**src/rtl/xtws_pkg.sv**
```systemverilog
// xtws_pkg: shared types, constants and lookup functions for the X-ray tube
// warmup sequencer. No dependencies; imported by xray_tube_warmup_sequencer,
// xtws_checker and tb.
package xtws_pkg;

	// Field widths
	localparam int OP_W     = 2;
	localparam int DAYS_W   = 16;
	localparam int FLAGS_W  = 7;
	localparam int KV_W     = 7;
	localparam int MA_W     = 7;
	localparam int STEP_W   = 4;
	localparam int STATUS_W = 3;
	localparam int FCODE_W  = 3;
	localparam int HOLD_W   = 8;
	localparam int SECS_W   = 9;
	localparam int DELAY_W  = 2;
	localparam int CFG_IDX_W  = 3;
	localparam int CFG_DATA_W = 16;

	// Sequence constants
	localparam logic [STEP_W-1:0]  STEP_COUNT        = 4'd10;
	localparam logic [DELAY_W-1:0] START_DELAY_TICKS = 2'd2;
	localparam logic [HOLD_W-1:0]  SAMPLE_SAT        = 8'd255;
	localparam logic [STEP_W-1:0]  SETPOINT_LAST     = 4'd9;

	// Configuration reset values
	localparam logic [HOLD_W-1:0] HOLDOFF_RST    = 8'd20;
	localparam logic [DAYS_W-1:0] LONG_DAYS_RST  = 16'd90;
	localparam logic [DAYS_W-1:0] MID_DAYS_RST   = 16'd30;
	localparam logic [DAYS_W-1:0] SHORT_DAYS_RST = 16'd2;
	localparam logic [SECS_W-1:0] LONG_SECS_RST  = 9'd300;
	localparam logic [SECS_W-1:0] MID_SECS_RST   = 9'd60;
	localparam logic [SECS_W-1:0] SHORT_SECS_RST = 9'd30;
	localparam logic [SECS_W-1:0] BASE_SECS_RST  = 9'd10;

	typedef enum logic [OP_W-1:0] {
		OP_START  = 2'd0,
		OP_TICK   = 2'd1,
		OP_SAMPLE = 2'd2,
		OP_EXIT   = 2'd3
	} op_t;

	typedef enum logic [STATUS_W-1:0] {
		PH_IDLE  = 3'd0,
		PH_RUN   = 3'd1,
		PH_DONE  = 3'd2,
		PH_FAULT = 3'd3,
		PH_STOP  = 3'd4
	} phase_t;

	typedef enum logic [CFG_IDX_W-1:0] {
		CFG_HOLDOFF    = 3'd0,
		CFG_LONG_DAYS  = 3'd1,
		CFG_MID_DAYS   = 3'd2,
		CFG_SHORT_DAYS = 3'd3,
		CFG_LONG_SECS  = 3'd4,
		CFG_MID_SECS   = 3'd5,
		CFG_SHORT_SECS = 3'd6,
		CFG_BASE_SECS  = 3'd7
	} cfg_reg_t;

	localparam logic [KV_W-1:0] KV_TABLE [10] = '{
		7'd40, 7'd45, 7'd50, 7'd55, 7'd60, 7'd65, 7'd70, 7'd70, 7'd75, 7'd80
	};
	localparam logic [MA_W-1:0] MA_TABLE [10] = '{
		7'd25, 7'd40, 7'd55, 7'd70, 7'd85, 7'd100, 7'd115, 7'd125, 7'd125, 7'd125
	};

	// Highest set flag wins; open interlock (bit 6) is code 7.
	function automatic logic [FCODE_W-1:0] fault_code_of(input logic [FLAGS_W-1:0] flags);
		logic [FCODE_W-1:0] code;
		code = '0;
		for (int b = 0; b < FLAGS_W; b++) begin
			if (flags[b]) code = FCODE_W'(b + 1);
		end
		return code;
	endfunction

	// Table row for a step; steps past the last row hold the final setpoint.
	function automatic logic [STEP_W-1:0] setpoint_row(input logic [STEP_W-1:0] step);
		return (step > SETPOINT_LAST) ? SETPOINT_LAST : step;
	endfunction

endpackage

```
**src/rtl/xray_tube_warmup_sequencer.sv**
```systemverilog
// xray_tube_warmup_sequencer: top level of the X-ray tube warmup sequencer.
// Depends on xtws_pkg (types, setpoint tables, fault priority function).
//
//  channel | dir | handshake           | beat content
//  --------+-----+---------------------+------------------------------------------
//  in      | in  | in_valid/in_ready   | operation, idle_days, fault_flags
//  out     | out | out_valid/out_ready | xray_on, set_kv, set_ma_centi, step_number,
//          |     |                     | run_status, fault_code, lamp_*, warmed_up
//  cfg     | in  | cfg_write_en        | cfg_index, cfg_data (no wait, no read-back)
//
// Rate: one input beat per clock while the output does not stall. A beat is
// captured in the _s1 register, the state update and result decode work
// combinationally on it, and the result is loaded into the output register.
// Reset (arst_n low, async) puts the sequencer idle with reset config values.
// Stalls: while out_ready is low the output register holds; the _s1 stage
// still takes one more beat, then in_ready drops until the output drains.
module xray_tube_warmup_sequencer (
	input  logic                           clk,
	input  logic                           arst_n,
	// input beats
	input  logic                           in_valid,
	output logic                           in_ready,
	input  logic [xtws_pkg::OP_W-1:0]      operation,
	input  logic [xtws_pkg::DAYS_W-1:0]    idle_days,
	input  logic [xtws_pkg::FLAGS_W-1:0]   fault_flags,
	// result beats
	output logic                           out_valid,
	input  logic                           out_ready,
	output logic                           xray_on,
	output logic [xtws_pkg::KV_W-1:0]      set_kv,
	output logic [xtws_pkg::MA_W-1:0]      set_ma_centi,
	output logic [xtws_pkg::STEP_W-1:0]    step_number,
	output logic [xtws_pkg::STATUS_W-1:0]  run_status,
	output logic [xtws_pkg::FCODE_W-1:0]   fault_code,
	output logic                           lamp_red,
	output logic                           lamp_yellow,
	output logic                           warmed_up,
	// configuration writes
	input  logic                           cfg_write_en,
	input  logic [xtws_pkg::CFG_IDX_W-1:0] cfg_index,
	input  logic [xtws_pkg::CFG_DATA_W-1:0] cfg_data
);
	import xtws_pkg::*;

	// ---------------- configuration registers ----------------
	logic [HOLD_W-1:0] holdoff_q;
	logic [DAYS_W-1:0] long_days_q, mid_days_q, short_days_q;
	logic [SECS_W-1:0] long_secs_q, mid_secs_q, short_secs_q, base_secs_q;

	always_ff @(posedge clk or negedge arst_n) begin
		if (!arst_n) begin
			holdoff_q    <= HOLDOFF_RST;
			long_days_q  <= LONG_DAYS_RST;
			mid_days_q   <= MID_DAYS_RST;
			short_days_q <= SHORT_DAYS_RST;
			long_secs_q  <= LONG_SECS_RST;
			mid_secs_q   <= MID_SECS_RST;
			short_secs_q <= SHORT_SECS_RST;
			base_secs_q  <= BASE_SECS_RST;
		end else if (cfg_write_en) begin
			unique case (cfg_reg_t'(cfg_index))
				CFG_HOLDOFF:    holdoff_q    <= cfg_data[HOLD_W-1:0];
				CFG_LONG_DAYS:  long_days_q  <= cfg_data[DAYS_W-1:0];
				CFG_MID_DAYS:   mid_days_q   <= cfg_data[DAYS_W-1:0];
				CFG_SHORT_DAYS: short_days_q <= cfg_data[DAYS_W-1:0];
				CFG_LONG_SECS:  long_secs_q  <= cfg_data[SECS_W-1:0];
				CFG_MID_SECS:   mid_secs_q   <= cfg_data[SECS_W-1:0];
				CFG_SHORT_SECS: short_secs_q <= cfg_data[SECS_W-1:0];
				CFG_BASE_SECS:  base_secs_q  <= cfg_data[SECS_W-1:0];
				default: ;
			endcase
		end
	end

	// ---------------- input stage ----------------
	logic                valid_s1;
	op_t                 op_s1;
	logic [DAYS_W-1:0]   days_s1;
	logic [FLAGS_W-1:0]  flags_s1;
	logic                out_valid_q;
	logic                advance;   // s1 beat is processed this cycle

	assign advance  = valid_s1 && (!out_valid_q || out_ready);
	assign in_ready = !valid_s1 || advance;

	always_ff @(posedge clk or negedge arst_n) begin
		if (!arst_n) begin
			valid_s1 <= 1'b0;
		end else if (in_ready) begin
			valid_s1 <= in_valid;
		end
	end

	always_ff @(posedge clk) begin
		if (in_valid && in_ready) begin
			op_s1    <= op_t'(operation);
			days_s1  <= idle_days;
			flags_s1 <= fault_flags;
		end
	end

	// ---------------- sequencer state ----------------
	phase_t             phase_q, phase_d;
	logic [STEP_W-1:0]  step_q, step_d;
	logic [SECS_W-1:0]  sec_cnt_q, sec_cnt_d;
	logic [SECS_W-1:0]  step_secs_q, step_secs_d;
	logic [DELAY_W-1:0] delay_q, delay_d;
	logic [HOLD_W-1:0]  samples_q, samples_d;
	logic               red_q, red_d;
	logic               success_q, success_d;
	logic [FCODE_W-1:0] fault_q, fault_d;

	logic [FCODE_W-1:0] sample_code;
	logic [SECS_W-1:0]  sec_inc;
	logic [STEP_W-1:0]  step_inc;

	assign sample_code = fault_code_of(flags_s1);
	assign sec_inc     = sec_cnt_q + 1'b1;   // wraps at 9 bits
	assign step_inc    = step_q + 1'b1;

	always_comb begin
		phase_d     = phase_q;
		step_d      = step_q;
		sec_cnt_d   = sec_cnt_q;
		step_secs_d = step_secs_q;
		delay_d     = delay_q;
		samples_d   = samples_q;
		red_d       = red_q;
		success_d   = success_q;
		fault_d     = fault_q;

		if (op_s1 == OP_START) begin
			// restart from scratch, also when already running
			if (days_s1 > long_days_q)       step_secs_d = long_secs_q;
			else if (days_s1 > mid_days_q)   step_secs_d = mid_secs_q;
			else if (days_s1 > short_days_q) step_secs_d = short_secs_q;
			else                             step_secs_d = base_secs_q;
			phase_d   = PH_RUN;
			step_d    = '0;
			sec_cnt_d = '0;
			delay_d   = START_DELAY_TICKS;
			samples_d = '0;
			red_d     = 1'b1;
			success_d = 1'b0;
			fault_d   = '0;
		end else if (phase_q == PH_RUN) begin
			unique case (op_s1)
				OP_TICK: begin
					red_d = !red_q;
					if (delay_q != '0) begin
						delay_d = delay_q - 1'b1;
					end else if (sec_inc >= step_secs_q) begin
						sec_cnt_d = '0;
						step_d    = step_inc;
						if (step_inc >= STEP_COUNT) begin
							success_d = 1'b1;
							phase_d   = PH_DONE;
							red_d     = 1'b0;
						end
					end else begin
						sec_cnt_d = sec_inc;
					end
				end
				OP_SAMPLE: begin
					if (samples_q != SAMPLE_SAT) samples_d = samples_q + 1'b1;
					if (sample_code != '0 && samples_d >= holdoff_q) begin
						fault_d = sample_code;
						phase_d = PH_FAULT;
						red_d   = 1'b0;
					end
				end
				OP_EXIT: begin
					phase_d = PH_STOP;
					red_d   = 1'b0;
				end
				default: ;
			endcase
		end
	end

	always_ff @(posedge clk or negedge arst_n) begin
		if (!arst_n) begin
			phase_q     <= PH_IDLE;
			step_q      <= '0;
			sec_cnt_q   <= '0;
			step_secs_q <= BASE_SECS_RST;
			delay_q     <= '0;
			samples_q   <= '0;
			red_q       <= 1'b0;
			success_q   <= 1'b0;
			fault_q     <= '0;
		end else if (advance) begin
			phase_q     <= phase_d;
			step_q      <= step_d;
			sec_cnt_q   <= sec_cnt_d;
			step_secs_q <= step_secs_d;
			delay_q     <= delay_d;
			samples_q   <= samples_d;
			red_q       <= red_d;
			success_q   <= success_d;
			fault_q     <= fault_d;
		end
	end

	// ---------------- result register ----------------
	logic              on_d;
	logic [STEP_W-1:0] row_d;

	assign on_d  = (phase_d == PH_RUN);
	assign row_d = setpoint_row(step_d);

	logic                xray_on_q, lamp_red_q, lamp_yellow_q, warmed_up_q;
	logic [KV_W-1:0]     set_kv_q;
	logic [MA_W-1:0]     set_ma_q;
	logic [STEP_W-1:0]   step_num_q;
	logic [STATUS_W-1:0] status_q;
	logic [FCODE_W-1:0]  fcode_q;

	always_ff @(posedge clk or negedge arst_n) begin
		if (!arst_n) begin
			out_valid_q <= 1'b0;
		end else if (advance) begin
			out_valid_q <= 1'b1;
		end else if (out_ready) begin
			out_valid_q <= 1'b0;
		end
	end

	always_ff @(posedge clk) begin
		if (advance) begin
			xray_on_q     <= on_d;
			set_kv_q      <= on_d ? KV_TABLE[row_d] : '0;
			set_ma_q      <= on_d ? MA_TABLE[row_d] : '0;
			step_num_q    <= step_d;
			status_q      <= phase_d;
			fcode_q       <= (phase_d == PH_FAULT) ? fault_d : '0;
			lamp_red_q    <= on_d && red_d;
			lamp_yellow_q <= !on_d;
			warmed_up_q   <= success_d;
		end
	end

	assign out_valid    = out_valid_q;
	assign xray_on      = xray_on_q;
	assign set_kv       = set_kv_q;
	assign set_ma_centi = set_ma_q;
	assign step_number  = step_num_q;
	assign run_status   = status_q;
	assign fault_code   = fcode_q;
	assign lamp_red     = lamp_red_q;
	assign lamp_yellow  = lamp_yellow_q;
	assign warmed_up    = warmed_up_q;

endmodule

```
**config.mk**
```make
export PLATFORM = sky130hd
export DESIGN_NAME = xray_tube_warmup_sequencer
export DESIGN_NICKNAME = d
export VERILOG_FILES = /design/src/rtl/xtws_pkg.sv /design/src/rtl/xray_tube_warmup_sequencer.sv
export SDC_FILE = /design/constraint.sdc
export NUM_CORES = 1
export LEC_CHECK = 0
export CORE_MARGIN = 3
export CORE_UTILIZATION = 49
export CTS_CLUSTER_DIAMETER = 50
export DETAILED_ROUTE_END_ITERATION = 16
export DONT_BUFFER_PORTS = 1
export GPL_ROUTABILITY_DRIVEN = 0
export GPL_TIMING_DRIVEN = 0
export PLACE_DENSITY = 0.68
export SYNTH_ARGS = -nofsm -noshare
export SYNTH_HDL_FRONTEND = slang
export SYNTH_SLANG_ARGS = --single-unit
```
**constraint.sdc**
```tcl
create_clock -name clk -period 4.6 [get_ports clk]
set_clock_uncertainty 0.05 [all_clocks]
set_input_delay 0.46 -clock clk [delete_from_list [all_inputs] [get_ports clk]]
set_output_delay 0.46 -clock clk [all_outputs]
set_load 0.005 [all_outputs]
```
==> impl_metrics.toml <==
[sta]
slew_violations = 0
setup_viol = 0
fmaxAchievable_mhz = 243
final_cycle_utilization_of_the_critical_path_pct = 89.5
hold_viol = 0
relative_slew_slack_pct = 10.7
grt_setup_unrepaired = "no"
hold-worst-slack_ns = 0.0676
min_period_ns = 4.12
tightestPinTransition_ns = 1.33
fin_tns_setup_ns = 0

[synth]
ys_seq_elements = 186
proportion_of_synthesized_chip_area_in_sequential_cells_pct = 51.2
synthFlopType = "dfrtp_1"
netlist.area_leader.share_pct = 27.7
post-synth-top-count-cell = "dfrtp_1"
synth_nets = 992
ys_top_cells_by_count = "dfrtp_1, nand2_1, inv_1, mux2_2, ha_1"
synth-edff-count = 52
syn-mean-instance-area_um2 = 11.1
synthesis.yosys.warnings = 0
ys_async_sr_fraction_pct = 72.0
netlist_area_um2 = 9670
synth_top_cell_by_area = "dfrtp_1"
synth_cells = 870
synth_top_cells_by_area = "dfrtp_1, edfxtp_1, ha_1"
count_of_different_cell_masters_after_synthesis = 69

[outcome]
outcome = "completed"

[worst_setup_path]
critical_path.max_fanout = 10
end_kind = "register"
crit_chain = "ha_1 -> nand4_1 -> xnor2_1 -> ha_1 -> nand4_1 -> nor2_1 -> a21oi_4 -> and2_1 -> o221ai_2 -> inv_1 -> buf_4 -> nor2_1 -> o22ai_1 -> ha_1 -> mux2i_1 -> a2111oi_1 -> nand3_1 -> a21oi_2"
critical_path.top_delay_family = "compound AO/OA/AOI/OAI gates"
crit_required_ns = 4.85
crit_path_max_incr_delay_ns = 0.47
worst-path-buf-inv = 2
critical_path_arrival_ns = 4.36
critical-path-slowest-cell = "dfrtp_1"
rr_startpoint = "sec_cnt_q[0]$_DFFE_PN0P_"
cp_common_cell = "ha_1"
launch_point_of_the_critical_path = "sec_cnt_q[0]$_DFFE_PN0P_"
timing_worst_setup_path_type = "reg2reg"
cp-start-kind = "register"

[clocking]
cts-root-to-sink-buffers = 2
cts_root_buf = "clkbuf_16"
cts-buffers-inserted = 17
clkSlewWorstSetupHoldPaths_ns = 0.07
clk-insertion-delay-late_ns = 0.43
cts_max_level = 4
tritoncts_num_sinks = 186
clock_tree_from_tritoncts = "built"

[routing]
first_pass_iteration_count_of_the_detailed_router = 6
drc = 0
routed-via-count = 6520
drt.antenna.violating_nets = 0
routed_wl_mm = 20.0
drt_iter0_markers = 472
routedWlPerCell_um = 17.1
vias_per_cell = 5.58

[global_routing]
initial_antenna_violation_count = 0
grt_pass1_vias = 6331
grt.total_usage_pct = 19.1
grt.overflow.total = 0
pin_count_of_the_biggest_net_entering_global_routing = 135
first_pass_grt_wire_length_mm = 32.9

[cells_and_area]
final_layout_size_suffix_gt1_share_pct = 17.7
num_antenna_cells = 0
fillers = 1621
fin_nets = 1017
area_growth_pct = 10.6

[floorplan]
die_area_um2 = 21500
core_area_um2 = 19000
row_count = 50
die_w_um = 146
starting_utilization_of_the_core_area_pct = 50.8
io_pins = 79
dieHeight_um = 146

[pwr]
powerDensity_nw_per_um2 = 437
power.leakage_nw = 4.53
overall_power_mw = 4.67
vdd_ir_drop_max_mv = 0.313

[job]
max_cap_viol_count = 0

[worst_hold_path]
class_of_the_worst_hold_path = "in2reg"
min_from = "idle_days[0]"

[place]
place_hpwl_mm = 14.1
io_buffer_count = 0
power by group:
group / switching [mW] / total (mW) / leakage, nW / internal, mW
logic: 0.547 / 1.00 / 2.12 / 0.456
registers: 0.136 / 2.16 / 2.13 / 2.02
clock network: 0.649 / 1.51 / 0.278 / 0.862
total: 1.33 / 4.67 / 4.53 / 3.34
flip-flops by register name, summed over array words and instances (netlist names), 8 cells and up:
name	count
step_secs_q	9
long_secs_q	9
short_secs_q	9
mid_days_q	16
sec_cnt_q	9
short_days_q	16
samples_q	8
days_s1	16
mid_secs_q	9
long_days_q	16
base_secs_q	9
holdoff_q	8
per-stage QoR:
step	utilization [%]	cell area [um^2]	worst slack, ns	cells
final	56.2	10700	0.485	1168
after detailed placement	52.6	10000	0.176	1131
after CTS	56.0	10600	0.116	1165
after global routing	56.2	10700	0.0294	1168
after floorplan	-	9670	0.890	870
after global placement	52.5	9990	0.120	1130
worst register-to-register path, stage by stage (launching register included):
cell	delay, ns
dfrtp_1	0.47
ha_1	0.29
nand4_1	0.13
xnor2_1	0.25
ha_1	0.31
nand4_1	0.13
nor2_1	0.09
a21oi_4	0.32
and2_1	0.28
o221ai_2	0.17
inv_1	0.15
buf_4	0.18
nor2_1	0.06
o22ai_1	0.13
ha_1	0.22
mux2i_1	0.09
a2111oi_1	0.40
nand3_1	0.14
a21oi_2	0.14
final timing paths:
kind | to | slack, ns | cells past startpoint
worst max-delay path | set_kv[0]$_SDFFCE_PN0P_ | 0.48 | 18
worst min-delay path | days_s1[0]$_DFFE_PP_ | 0.07 | 0
worst max register to register | set_kv[0]$_SDFFCE_PN0P_ | 0.48 | 18
worst min register to register | out_valid$_DFFE_PN0P_ | 0.43 | 1
max in group asynchronous | long_days_q[2]$_DFFE_PN0P_ | 3.34 | 2
min in group asynchronous | mid_days_q[14]$_DFFE_PN0P_ | 0.55 | 2
cell usage in the layout (no fill, tap or decap), types with 4 or more instances in the layout:
cell type / n
dfstp_2: 27
a211oi_1: 6
nor2_1: 35
o211ai_1: 7
o21ai_0: 64
clkbuf_1: 25
o21a_1: 9
a221o_1: 10
clkinvlp_4: 5
buf_4: 6
inv_1: 79
ha_1: 73
xnor2_1: 11
a32o_1: 7
nand3_1: 13
nor3b_1: 4
mux2i_1: 6
a21oi_1: 38
dfrtp_1: 107
and4_1: 4
edfxtp_1: 52
clkbuf_16: 17
nand4_1: 17
nand2_1: 88
mux2_2: 76
nor2b_1: 6
nor3_1: 12
nand2b_1: 8
a21o_1: 6
a31oi_1: 6
a22o_1: 9
final cells by class:
class	count	area (um^2)	share of cell area, %
clock inverters	13	170	1.59
multi-input cells	572	4300	40.3
repair buffers	6	67.6	0.632
well taps	260	325	3.04
plain buffers	31	136	1.28
clock buffers	19	433	4.05
inverters	81	304	2.84
flip-flops and latches	186	4950	46.3
routing by layer:
layer / part of all wire [%] / GRT usage, %
met1: 48 / 27.0
met2: 47 / 30.2
met3: 3.8 / 4.22
met4: 1.3 / 4.66
met5: 0 / 0
cell families (layout without fill, tap and decap cells):
| group | after synthesis | in the layout | share of synthesized area [%] |
|---|---|---|---|
| muxes | 83 | 83 | 9.59 |
| DFF | 186 | 186 | 51.2 |
| xor gates and xnor gates | 13 | 13 | 1.18 |
| and+or+nand+nor | 210 | 210 | 10.8 |
| AOI/OAI and AO/OA | 192 | 192 | 13.1 |
| buffers and inverters | 112 | 150 | 4.54 |
| adders and majority gates | 74 | 74 | 9.55 |
what timing repair did:
action,in CTS,in global routing
hold endpoints to repair,134,0
buffers inserted,0,3
endpoints found under the setup margin,0,15
hold buffers,2,0
gates resized for setup,0,5
(Power assumes the default switching activity.)
